==> config.mk <==
export PLATFORM = sky130hd
export DESIGN_NAME = rfc_check
export DESIGN_NICKNAME = d
export VERILOG_FILES = /design/src/rfc_pkg.sv /design/src/rfc_check.sv
export VERILOG_INCLUDE_DIRS = /design/src /design/src/src
export SDC_FILE = /design/constraint.sdc
export NUM_CORES = 1
export LEC_CHECK = 0
export ABC_AREA = 1
export BUFFER_PORTS_ARGS = -buffer_cell sky130_fd_sc_hd__buf_2
export CAP_MARGIN = 15
export CORE_MARGIN = 8
export CORE_UTILIZATION = 25
export DETAILED_ROUTE_END_ITERATION = 12
export PLACE_DENSITY = 0.5
export SKIP_CTS_REPAIR_TIMING = 1
export SLEW_MARGIN = 10
export SYNTH_ARGS = -nofsm -noshare
export SYNTH_HDL_FRONTEND = slang
export SYNTH_SLANG_ARGS = --single-unit
==> constraint.sdc <==
create_clock -name clk -period 3.5 [get_ports clk]
set_input_delay 0.175 -clock clk [delete_from_list [all_inputs] [get_ports clk]]
set_output_delay 0.175 -clock clk [all_outputs]
set_load 0.02 [all_outputs]
==> src/response_frame_checker_defines.svh <==
// Assertion macros shared by the response frame checker modules.
`ifndef RESPONSE_FRAME_CHECKER_DEFINES_SVH
`define RESPONSE_FRAME_CHECKER_DEFINES_SVH

// Same-cycle implication, checked on clk and idle while arst_n is low.
`define RFC_ASSERT_IMP(label, ante, cons, msg) \
	label: assert property (@(posedge clk) disable iff (!arst_n) (ante) |-> (cons)) \
		else $error(msg);

// Next-cycle implication, checked on clk and idle while arst_n is low.
`define RFC_ASSERT_NXT(label, ante, cons, msg) \
	label: assert property (@(posedge clk) disable iff (!arst_n) (ante) |=> (cons)) \
		else $error(msg);

`endif

==> src/rfc_pkg.sv <==
// Package with the types and constants of the response frame checker.
`timescale 1ns / 1ps

package rfc_pkg;

	localparam logic [7:0] HEAD_FIRST  = 8'h57;
	localparam logic [7:0] HEAD_SECOND = 8'hAB;
	localparam logic [5:0] CMD_MASK    = 6'h3F;
	localparam logic [9:0] MIN_SIZE    = 10'd6;
	localparam logic [8:0] COUNT_MAX   = 9'd511;

	// Byte positions inside a frame.
	localparam logic [8:0] IDX_HEAD0 = 9'd0;
	localparam logic [8:0] IDX_HEAD1 = 9'd1;
	localparam logic [8:0] IDX_ADDR  = 9'd2;
	localparam logic [8:0] IDX_CMD   = 9'd3;
	localparam logic [8:0] IDX_LEN   = 9'd4;

	// Status codes reported on the end byte.
	localparam logic [2:0] ST_OK       = 3'd0;
	localparam logic [2:0] ST_SHORT    = 3'd1;
	localparam logic [2:0] ST_HEADER   = 3'd2;
	localparam logic [2:0] ST_ADDRESS  = 3'd3;
	localparam logic [2:0] ST_COMMAND  = 3'd4;
	localparam logic [2:0] ST_LENGTH   = 3'd5;
	localparam logic [2:0] ST_CHECKSUM = 3'd6;

	// Configuration register indexes.
	localparam logic REG_CMD  = 1'b0;
	localparam logic REG_ADDR = 1'b1;

	typedef struct packed {
		logic [7:0] rx_byte;
		logic       end_of_chunk;
	} in_word_t;

	typedef struct packed {
		logic       payload_valid;
		logic [7:0] payload_byte;
		logic       frame_done;
		logic [2:0] status;
	} out_word_t;

	typedef struct packed {
		logic [5:0] expected_command;
		logic [7:0] device_address;
	} cfg_t;

endpackage

==> src/rfc_check.sv <==
// Frame state registers and the per-byte check logic.
`timescale 1ns / 1ps
`include "response_frame_checker_defines.svh"

module rfc_check (
	input  logic               clk,
	input  logic               arst_n,
	input  rfc_pkg::cfg_t      cfg,
	input  logic               acc,
	input  rfc_pkg::in_word_t  in_word,
	output rfc_pkg::out_word_t res
);

	logic [8:0] cnt_q;
	logic [7:0] sum_q;
	logic [7:0] len_q;
	logic       hdr_err_q;
	logic       addr_err_q;
	logic       cmd_err_q;

	logic [9:0] size;
	logic [9:0] want_size;
	logic       bad_head0;
	logic       bad_head1;
	logic       bad_addr;
	logic       bad_cmd;

	assign size      = {1'b0, cnt_q} + 10'd1;
	assign want_size = rfc_pkg::MIN_SIZE + {2'd0, len_q};
	assign bad_head0 = in_word.rx_byte != rfc_pkg::HEAD_FIRST;
	assign bad_head1 = in_word.rx_byte != rfc_pkg::HEAD_SECOND;
	assign bad_addr  = in_word.rx_byte != cfg.device_address;
	assign bad_cmd   = (in_word.rx_byte[5:0] & rfc_pkg::CMD_MASK) != cfg.expected_command;

	always_comb begin
		res = '0;
		if (in_word.end_of_chunk) begin
			res.frame_done = 1'b1;
			if (size < rfc_pkg::MIN_SIZE) begin
				res.status = rfc_pkg::ST_SHORT;
			end else if (hdr_err_q) begin
				res.status = rfc_pkg::ST_HEADER;
			end else if (addr_err_q) begin
				res.status = rfc_pkg::ST_ADDRESS;
			end else if (cmd_err_q) begin
				res.status = rfc_pkg::ST_COMMAND;
			end else if (size != want_size) begin
				res.status = rfc_pkg::ST_LENGTH;
			end else if (in_word.rx_byte != sum_q) begin
				res.status = rfc_pkg::ST_CHECKSUM;
			end else begin
				res.status = rfc_pkg::ST_OK;
			end
		end else if (cnt_q > rfc_pkg::IDX_LEN) begin
			res.payload_valid = 1'b1;
			res.payload_byte  = in_word.rx_byte;
		end
	end

	always_ff @(posedge clk or negedge arst_n) begin
		if (!arst_n) begin
			cnt_q      <= '0;
			sum_q      <= '0;
			len_q      <= '0;
			hdr_err_q  <= 1'b0;
			addr_err_q <= 1'b0;
			cmd_err_q  <= 1'b0;
		end else if (acc) begin
			if (in_word.end_of_chunk) begin
				cnt_q      <= '0;
				sum_q      <= '0;
				len_q      <= '0;
				hdr_err_q  <= 1'b0;
				addr_err_q <= 1'b0;
				cmd_err_q  <= 1'b0;
			end else begin
				unique case (cnt_q)
					rfc_pkg::IDX_HEAD0: if (bad_head0) hdr_err_q <= 1'b1;
					rfc_pkg::IDX_HEAD1: if (bad_head1) hdr_err_q <= 1'b1;
					rfc_pkg::IDX_ADDR:  if (bad_addr) addr_err_q <= 1'b1;
					rfc_pkg::IDX_CMD:   if (bad_cmd) cmd_err_q <= 1'b1;
					rfc_pkg::IDX_LEN:   len_q <= in_word.rx_byte;
					default: ;
				endcase
				sum_q <= sum_q + in_word.rx_byte;
				if (cnt_q != rfc_pkg::COUNT_MAX) begin
					cnt_q <= cnt_q + 9'd1;
				end
			end
		end
	end

	`RFC_ASSERT_NXT(a_end_clears, acc && in_word.end_of_chunk,
		cnt_q == '0 && sum_q == '0 && !hdr_err_q && !addr_err_q && !cmd_err_q,
		"frame state not cleared after end byte")
	`RFC_ASSERT_NXT(a_count_step, acc && !in_word.end_of_chunk && cnt_q != rfc_pkg::COUNT_MAX,
		cnt_q == $past(cnt_q) + 9'd1, "byte count did not advance")
	`RFC_ASSERT_IMP(a_res_excl, res.payload_valid,
		!res.frame_done && res.status == rfc_pkg::ST_OK && cnt_q > rfc_pkg::IDX_LEN,
		"payload word overlaps end-of-frame report")

endmodule

# Word level (Yosys, flattened, before mapping)

Cells that the tools add are included.

Bits in registers: 28
Latch bits: 0
Memory bits (writable): 0
Memory bits (read-only): 0
Input port bits: 26
Output and inout bits: 13
Logic and storage cells: 62
Memories kept: 0

Add/subtract/negate cells: 4
Multiply operators: 0
Div/mod/pow operators: 0
Magnitude comparators: 2
Eq/ne operators: 13
Shift-type cells: 0
Mux-type cells: 24
Bitwise operators: 0
Reduce and logical (&&, ||, !) cells: 13

Operators by type and width:

| cell                                                        | number |
|---|---|
| 2-to-1 mux 9 bit                                            | 4 |
| 2-to-1 mux 8 bit                                            | 3 |
| == test 9 x 2 -> 1 bit, second input constant               | 2 |
| 2-to-1 mux 3 bit                                            | 6 |
| != test 8 bit                                               | 2 |
| nonzero test 2 bit                                          | 6 |
| adder 9 x 1 -> 10 bit, second input constant                | 1 |
| less-than comparator 10 x 3 -> 1 bit, second input constant | 1 |
| != test 10 x 9 -> 1 bit                                     | 1 |
| adder 3 x 8 -> 9 bit, first input constant                  | 1 |
| adder 9 x 1 -> 9 bit, second input constant                 | 1 |
| == test 9 x 1 -> 1 bit, second input constant               | 1 |
| == test 9 x 3 -> 1 bit, second input constant               | 1 |
| > comparator 9 x 3 -> 1 bit, second input constant          | 1 |
| zero test 9 bit                                             | 1 |
| 2-to-1 mux 1 bit                                            | 9 |
| != test 9 bit, second input constant                        | 1 |
| adder 8 bit                                                 | 1 |
| != test 8 x 7 -> 1 bit, second input constant               | 1 |
| != test 8 bit, second input constant                        | 1 |
| != test 3 bit, second input constant                        | 2 |
| != test 6 bit                                               | 1 |
| AND reduction 3 bit                                         | 2 |
| 2-to-1 mux 4 bit                                            | 1 |
| 4 further kinds                                             | 5 |

# Depth between registers and ports, before layout

Gate-level depths: netlist of run 1.

Depth after elaboration: 8
Gate-level depth with buffers: 17
Gate-level depth less buffers: 17

# Worst setup path after synthesis of run 1

No wires, ideal clock.

Kind: register to output
Start: register cnt_q[0]
End: output port res[0] (netlist bit)
Arrival: 2.215 ns
Required time: 3.325 ns
Path slack: 1.110 ns
Stages on the path, launching flop included: 18
Buffers on the path: 0
Cell sequence: dfrtp_1 > ha_1 > nand2_2 > nor2_2 > nand2_1 > nor2_1 > ha_1 > inv_1 > nand3_1 > nand2_1 > inv_1 > nand3_1 > nor2_2 > nand3_2 > nand2_1 > nand2_1 > nand2_1 > a21oi_1

RTL lines:

| what                   | line            | source |
|---|---|---|
| from (decl)            | rfc_check.sv:14 | `logic [8:0] cnt_q;` |
| from (signal assigned) | rfc_check.sv:87 | `cnt_q <= cnt_q + 9'd1;` |
| to (decl)              | rfc_check.sv:11 | `output rfc_pkg::out_word_t res` |

==> results of run 1 <==
[per-layer routing]
layer	up-vias	routed length (microns)	GRT usage [%]
met3	7	255	2.44
li1	1169	-	-
met4	0	79	2.92
met5	-	0	0
met1	1046	3360	14.2
met2	39	3190	18.2
[worst max-delay path, delay by kind of cell (launching register included)]
| kind | cells | cell delay, ps |
|---|---|---|
| and+or+nand+nor | 12 | 940 |
| DFF | 1 | 550 |
| adders and majority gates | 2 | 540 |
| buffers and inverters | 3 | 290 |
| AOI/OAI and AO/OA | 1 | 100 |
[worst paths after layout]
path / startpoint / to / slack (ps) / cells after the start
worst max register to register: cnt_q[0] / cnt_q[2] / 1290 / 8
worst min-delay path: acc / cmd_err_q / 220 / 3
worst max-delay path: cnt_q[0] / res[0] / 600 / 18
max in group asynchronous: arst_n / sum_q[6] / 2590 / 2
worst min register to register: sum_q[5] / sum_q[5] / 500 / 1
min in group asynchronous: arst_n / len_q[7] / 460 / 2
[Yosys cell counts, drive strengths merged]
| library cell | count | area, sq um |
|---|---|---|
| o21a | 1 | 7.51 |
| a21o | 1 | 7.51 |
| buf | 1 | 7.51 |
| nand2 | 81 | 327 |
| o22ai | 16 | 100 |
| o31ai | 2 | 15.0 |
| xnor2 | 8 | 70.1 |
| o211ai | 1 | 7.51 |
| o41ai | 1 | 8.76 |
| nor2 | 33 | 134 |
| a22o | 2 | 17.5 |
| nand3 | 19 | 100 |
| and3 | 1 | 6.26 |
| nand4 | 13 | 81.3 |
| nand3b | 3 | 35.0 |
| o21ai | 14 | 70.1 |
| ha | 13 | 163 |
| nor4 | 6 | 37.5 |
| fa | 1 | 20.0 |
| xor2 | 5 | 43.8 |
| clkbuf | 1 | 3.75 |
| or2 | 3 | 18.8 |
| a21oi | 9 | 48.8 |
| inv | 61 | 229 |
| nor3 | 6 | 30.0 |
| dfrtp | 28 | 701 |
[final cells by class]
class	count	area (sq um)	area share, %
Multi-Input combinational cell	239	1350	50.5
Sequential cell	28	701	26.2
Inverter	61	229	8.57
Timing Repair Buffer	39	200	7.49
Tap cell	111	139	5.20
Clock buffer	4	55.1	2.06
[logic make-up after synthesis]
kind of cell,Yosys count,share of synthesized area [%]
AO/OA/AOI/OAI,47,12.4
XOR/XNOR,13,4.97
adder cells (fa/ha/maj),14,7.98
buffers and inverters,63,10.5
flip-flops,28,30.6
AND/OR/NAND/NOR,165,33.6
[state kept, by name, summed over array words and instances (netlist names)]
register and count:
cmd_err_q 1, addr_err_q 1, hdr_err_q 1, len_q 8, sum_q 8, cnt_q 9
[through the flow]
stage | util (%) | hold slack (ps) | instances | instance area [sq um]
final | 29.5 | 224 | 482 | 2670
after global routing | 29.5 | 217 | 482 | 2670
after CTS | 29.4 | -52.4 | 481 | 2660
after detailed placement | 28.8 | 277 | 477 | 2610
after floorplan | - | -121 | 330 | 2290
after global placement | 28.8 | 269 | 477 | 2610
[report_power, final]
group / switching, mW / internal, mW / leakage, nW / total, mW
Sequential: 0.0248 / 0.351 / 0.378 / 0.376
Combinational: 0.148 / 0.0942 / 1.01 / 0.242
Clock: 0.115 / 0.101 / 0.0288 / 0.216
==> flow_summary.toml, run 1 <==
[global_routing]
grt_pass1_vias = 2190
antenna_found_initial = 0
grt.total_usage_pct = 11.1
overflow = 0
grt_pass1_wl_microns = 11200
grt_max_degree = 29

[cells_and_area]
syn2layout_area_growth_pct = 16.7
layout_common_cells = "nand2_1 (74), inv_1 (59), buf_2 (38)"
insertedDiodeCount = 0
fillers = 947
layout-drive-gt1-share_pct = 16.4
final_common_cell = "nand2_1"
final_nets = 412

[floorplanning]
die-width_microns = 112
rows = 35
dieHeight_microns = 112
initial_core_util_pct = 25.3
io_pins = 39
die_area_sq_um = 12500
core-area_sq_um = 9060

[timing]
fin_crit_ps = 2900
slew_headroom_pct = 51.9
worst_slack_ps = 595
fin_crit_sh_pct = 83.0
setup_violations = 0
worst_pin_slew_ps = 717
hold_viol_final = 0
rsz0062_at_grt = "no"
drv_slew = 0
fin_setup_tns_ps = 0
skew_ps = 10.4
fmax_mhz = 344

[logic_synthesis]
post_synth.cell_area_avg_sq_um = 6.94
yosysSeqAreaShare_pct = 30.6
yosysWarnings = 0
synth_seq_cells = 28
syn_area_sq_um = 2290
postSynthNetCount = 370
netlist_instances = 330
ys_types = 34

[worst_setup_path]
cp_slowest_cell = "dfrtp_1"
crit_chain = "ha_1 -> nand2_2 -> nor2_2 -> nand2_1 -> nor2_1 -> ha_1 -> inv_1 -> nand3_1 -> nand2_1 -> inv_1 -> nand3_1 -> nor2_2 -> nand3_2 -> nand2_1 -> nand2_1 -> nand2_1 -> a21oi_1 -> buf_2"
worst-setup-path-type = "reg -> out"
crit_required_ps = 3320
arrival_ps = 2730
critPathMaxStageDelay_ps = 550
crit_path_frequent_cell = "nand2_1"
crit_fanout = 9
startpoint_type = "flop"
end_kind = "output pin"

[run]
max_cap_viol_count = 0

[drt]
dr.first_iter.drc_count = 130
ant_nets = 0
drt_wl_total_microns = 6880
drc = 0
first_pass_iters = 4
avgViaCountPerCell = 4.69
vias = 2261
post_drt_wl_per_cell_microns = 14.3

[placement]
port_buffers = 38
hpwl_microns = 5480
gp_congestion = 0.857
pre_cts_slack_ps = 923

[status]
status = "complete, no violations"

[pwr]
power_density_nw_per_um2 = 312
fin_total_pwr_mw = 0.834
leakage_nw = 1.42
vdd_ir_drop_max_uv = 155

[clock_network]
clk_pin_slew_ps = 110
cts_buffer_depth = 2
clkSinkCount = 28
cts_max_level = 1
clkLatencyLatePin_ps = 290
cts_tree = "built"
cts_root_buf = "clkbuf_8"
numCtsBuffers = 3

[worst_hold_path]
hp-class = "in -> reg"
No activity file was read; power rests on OpenSTA's default activity.
==> run 2: changes to the inputs <==
==> constraint.sdc (replaced) <==
create_clock -name clk -period 2.77 [get_ports clk]
set_input_delay 0.1385 -clock clk [delete_from_list [all_inputs] [get_ports clk]]
set_output_delay 0.1385 -clock clk [all_outputs]
set_load 0.02 [all_outputs]
==> run 2 against run 1 <==
Compared with the run above: worst setup slack lost 390 ps; clock power increased by 24%; sequential power increased by 26%; sequential share of layout area is 0.45 points lower; non-clock buffer count up 4; wire length up 0.20%; first-iteration DRC count is 41% lower; largest cell class unchanged; largest power group unchanged.
==> flow_summary.toml, run 2 (synthesis gave the netlist of run 1 again) <==
[status]
status = "complete, no violations"

[drt]
drc = 0
ant_nets = 0
drt_wl_total_microns = 6890
first_pass_iters = 4
post_drt_wl_per_cell_microns = 14.2
avgViaCountPerCell = 4.72
vias = 2295
dr.first_iter.drc_count = 77

[cells_and_area]
multi_input_area_sq_um = 1370
top_register = "cnt_q"
fin_cells = 486
layout-drive-gt1-share_pct = 17.9
seq_area_sq_um = 702
insertedDiodeCount = 0
final_nets = 416
syn2layout_area_growth_pct = 19.0
top_regs = "cnt_q (9), len_q (8), sum_q (8)"
final_common_cell = "nand2_1"
largest_register_ffs = 9
layout_common_cells = "nand2_1 (74), inv_1 (59), buf_2 (37)"
final_area_sq_um = 2720
fillers = 1007

[floorplanning]
die_area_sq_um = 12500
initial_core_util_pct = 25.3
io_pins = 39
dieHeight_microns = 112
die-width_microns = 112
core-area_sq_um = 9060
rows = 35

[global_routing]
grt.total_usage_pct = 11.1
grt_pass1_vias = 2289
antenna_found_initial = 0
grt_pass1_wl_microns = 11100
grt_max_degree = 29
overflow = 0

[pwr]
p_switching_mw = 0.361
power_density_nw_per_um2 = 389
vdd_ir_drop_max_uv = 176
p_int_mw = 0.699
pwr-share-seq_pct = 44.5
leakage_nw = 1.44
clkPwrFrac_pct = 25.3
switching_share_pct = 34.1
power_frac_comb_pct = 30.2

[clock_network]
cts_tree = "built"
cts_buffer_depth = 2
cts_max_level = 1
numCtsBuffers = 3
clk_pin_slew_ps = 100
clkSinkCount = 28
cts_root_buf = "clkbuf_8"
clkLatencyLatePin_ps = 280

[timing]
fin_crit_sh_pct = 92.5
slew_headroom_pct = 52.7
fin_crit_ps = 2560
fmax_mhz = 390
setup_violations = 0
hold_viol_final = 0
rsz0062_at_grt = "no"
drv_slew = 0
worst_pin_slew_ps = 701
fin_setup_tns_ps = 0
skew_ps = 3.21

[placement]
dpl_cell_area_sq_um = 2620
placed_cells = 479
hpwl_microns = 5590
gp_congestion = 0.875
port_buffers = 38

[worst_setup_path]
arrival_ps = 2420
rr_worst_depth = 8
crit-reg2reg-capture = "len_q[3]"
crit_fanout = 5
startpoint = "cnt_q[1]"
crit_required_ps = 2630
worst-setup-path-type = "reg -> out"
end_kind = "output pin"
startpoint_type = "flop"
r2r-start = "cnt_q[0]"
cp-endpoint = "res[1]"
rrSetupSlack_ps = 710

[worst_hold_path]
hp-class = "in -> reg"

[run]
max_cap_viol_count = 0
==> run 2: cell types whose count changed in the layout (fill, tap and decap cells not counted) <==
cell     before  now
nor2_2        4    3
dfrtp_1      28   27
nor2_4        0    1
ha_4          0    1
dfrtp_2       0    1
ha_1         13   12
buf_2        38   37
buf_4         0    5
==> run 2: area by class of cell <==
cell class                      count  area share [%]
Multi-Input combinational cell    239            50.2
Sequential cell                    28            25.8
Timing Repair Buffer               43            8.54
Inverter                           61            8.41
Tap cell                          111            5.10
Clock buffer                        4            2.02
==> run 2: power by group through the flow <==
stage               Clock [mW]  Sequential [mW]  Combinational (mW)
CTS                      0.280            0.471               0.315
detailed placement           0            0.479               0.313
finish                   0.268            0.472               0.320
floorplan                    0            0.474               0.212
global placement             0            0.477               0.312
global route             0.290            0.477               0.362
==> run 2: how the worst min path moves through the flow <==
stage                       from         end  slack (ps)  cells after the start
after floorplan           arst_n  addr_err_q        -160                      0
after global placement    arst_n    len_q[4]         240                      1
after detailed placement  arst_n    len_q[3]         240                      1
after CTS                 arst_n    len_q[7]         -80                      1
after global routing         acc   cmd_err_q         200                      3
final                        acc   cmd_err_q         190                      3
==> run 2: worst max-delay path: stages, from the launching register on <==
cell	delay, ps
dfrtp_2	460
ha_4	190
nand2_2	90
nor2_4	50
nand2_1	80
nor2_1	50
ha_1	300
inv_1	60
nand3_1	70
nand2_1	60
inv_1	40
nand3_1	70
nor2_2	90
nand3_2	90
nand3b_4	160
a21oi_2	110
buf_2	170
==> run 2: metrics by stage <==
step / hold slack, ps / total power, mW / util, % / setup WS (ps)
global placement: 240 / 0.789 / 28.9 / 449
detailed placement: 235 / 0.792 / 28.9 / 376
global route: 205 / 1.13 / 30.0 / 18.1
finish: 192 / 1.06 / 30.0 / 207
CTS: -84.6 / 1.07 / 29.5 / 45.9
floorplan: -157 / 0.687 / - / 417
==> run 2: routing by layer <==
metal | vias up | GRT usage (%) | wire length, microns
met1 | 1037 | 13.6 | 3200
met2 | 68 | 18.0 | 3070
met3 | 16 | 2.76 | 387
li1 | 1174 | - | -
met4 | 0 | 4.83 | 233
met5 | - | 0 | 0
==> run 3: changes to the inputs <==
==> constraint.sdc (replaced) <==
create_clock -name clk -period 2.77 [get_ports clk]
set_input_delay 0.1385 -clock clk [delete_from_list [all_inputs] [get_ports clk]]
set_output_delay 0.1385 -clock clk [all_outputs]
set_load 0.005 [all_outputs]
==> run 3 against run 2 <==
Compared with the run above: first-iteration DRC count increased by 65%; total power is 3.8% lower; worst hold slack gained 23 ps; sequential power about the same; via count fell by 1.6%; highest routed layer unchanged.
==> flow_summary.toml, run 3 (synthesis gave the netlist of run 1 again) <==
[cells_and_area]
utilization_pct = 29.8
final_common_cell = "nand2_1"
layout_common_cells = "nand2_1 (74), inv_1 (59), buf_2 (38)"
top_register = "cnt_q"
largest_register_ffs = 9
final_nets = 416
syn2layout_area_growth_pct = 18.0
final_area_sq_um = 2700
insertedDiodeCount = 0
top_regs = "cnt_q (9), len_q (8), sum_q (8)"
layout-drive-gt1-share_pct = 17.6

[timing]
skew_ps = 6.90
fmax_mhz = 397
setup_violations = 0
slew_headroom_pct = 52.2
rsz0062_at_grt = "no"
fin_crit_ps = 2520
fin_crit_sh_pct = 90.9
fin_setup_tns_ps = 0
hold_viol_final = 0
drv_slew = 0
worst_pin_slew_ps = 716

[placement]
hpwl_microns = 5550
dpl_cell_area_sq_um = 2620
port_buffers = 38
gp_congestion = 0.872

[pwr]
leakage_nw = 1.43
vdd_ir_drop_max_uv = 185
power_density_nw_per_um2 = 377
fin_total_pwr_mw = 1.02

[global_routing]
grtUsageMet1_pct = 15.0
grt_max_degree = 29
grt_pass1_wl_microns = 11400
antenna_found_initial = 0
grt.total_usage_pct = 11.3
met2_usage_pct = 18.3
gr-usage-met3_pct = 2.22
overflow = 0
grt-busiest-layer = "met2"
grt_pass1_vias = 2242

[clock_network]
clkSinkCount = 28
cts_tree = "built"
cts_max_level = 1
clk_pin_slew_ps = 100
numCtsBuffers = 3
cts_root_buf = "clkbuf_8"
clkLatencyLatePin_ps = 280
cts_buffer_depth = 2

[worst_setup_path]
startpoint = "cnt_q[1]"
crit_required_ps = 2630
end_kind = "output pin"
crit_chain = "ha_4 -> nand2_2 -> nor2_2 -> nand2_1 -> nor2_1 -> ha_1 -> inv_1 -> nand3_1 -> nand2_1 -> inv_1 -> nand3_1 -> nor2_2 -> nand3_2 -> nand2_1 -> nand2_1 -> nand2_1 -> a21oi_1 -> buf_2"
cp_slowest_cell = "dfrtp_2"
crit_fanout = 5
worst-setup-path-type = "reg -> out"
arrival_ps = 2380
critPathMaxStageDelay_ps = 430
startpoint_type = "flop"
crit_path_frequent_cell = "nand2_1"
critPathBufInv = 3
r2r-start = "cnt_q[0]"
cp_top_family = "simple AND/OR/NAND/NOR gates"

[floorplanning]
rows = 35
die_area_sq_um = 12500
dieHeight_microns = 112
initial_core_util_pct = 25.3
core-area_sq_um = 9060
io_pins = 39
die-width_microns = 112

[drt]
drc = 0
first_pass_iters = 4
avgViaCountPerCell = 4.66
dr.first_iter.drc_count = 127
vias = 2258
drt_wl_total_microns = 6870
ant_nets = 0
post_drt_wl_per_cell_microns = 14.2

[run]
max_cap_viol_count = 0

[status]
status = "complete, no violations"

[worst_hold_path]
hp-class = "in -> reg"
worstHoldStart = "acc"
run 3: power breakdown:
part	leakage [nW]	switching, mW	internal, mW
Combinational	1.03	0.190	0.126
Sequential	0.377	0.0274	0.444
Clock	0.0216	0.135	0.0980
run 3: metrics by stage:
| stage | hold WS [ps] | instances | worst slack, ps |
|---|---|---|---|
| 2_1_floorplan | -157 | 330 | 625 |
| 3_3_place_gp | 240 | 479 | 500 |
| 3_5_place_dp | 233 | 479 | 430 |
| 4_1_cts | -79.6 | 482 | 93.6 |
| 5_1_grt | 236 | 485 | 34.8 |
| 6_report | 216 | 485 | 253 |
run 3: worst register-to-register path, delay by kind of cell, from the launching register on:
| family | cells | cell delay [ps] |
|---|---|---|
| AO/OA/AOI/OAI | 2 | 640 |
| adder cells (fa/ha/maj) | 1 | 220 |
| buffers and inverters | 3 | 370 |
| flip-flops | 1 | 430 |
| AND/OR/NAND/NOR | 2 | 270 |
run 3: path summary, 6_finish.rpt:
| path | slack (ps) | cells after the start | end |
|---|---|---|---|
| setup / recovery | 250 | 18 | res[0] |
| hold / removal | 220 | 3 | cmd_err_q |
| setup reg to reg | 690 | 8 | len_q[0] |
| hold reg to reg | 500 | 2 | sum_q[2] |
| max in group asynchronous | 1830 | 2 | cnt_q[1] |
| min in group asynchronous | 440 | 2 | len_q[7] |
run 3: final cells by class:
type	count	area (sq um)
Sequential cell	28	702
Tap cell	111	139
Multi-Input combinational cell	239	1360
Fill cell	987	6360
Timing Repair Buffer	43	230
Clock buffer	3	41.3
Inverter	61	229
run 3: routing by layer:
layer	part of all wire (%)	vias up
met5	0	-
li1	-	1175
met4	1.6	0
met1	49	1032
met3	3.8	6
met2	46	45
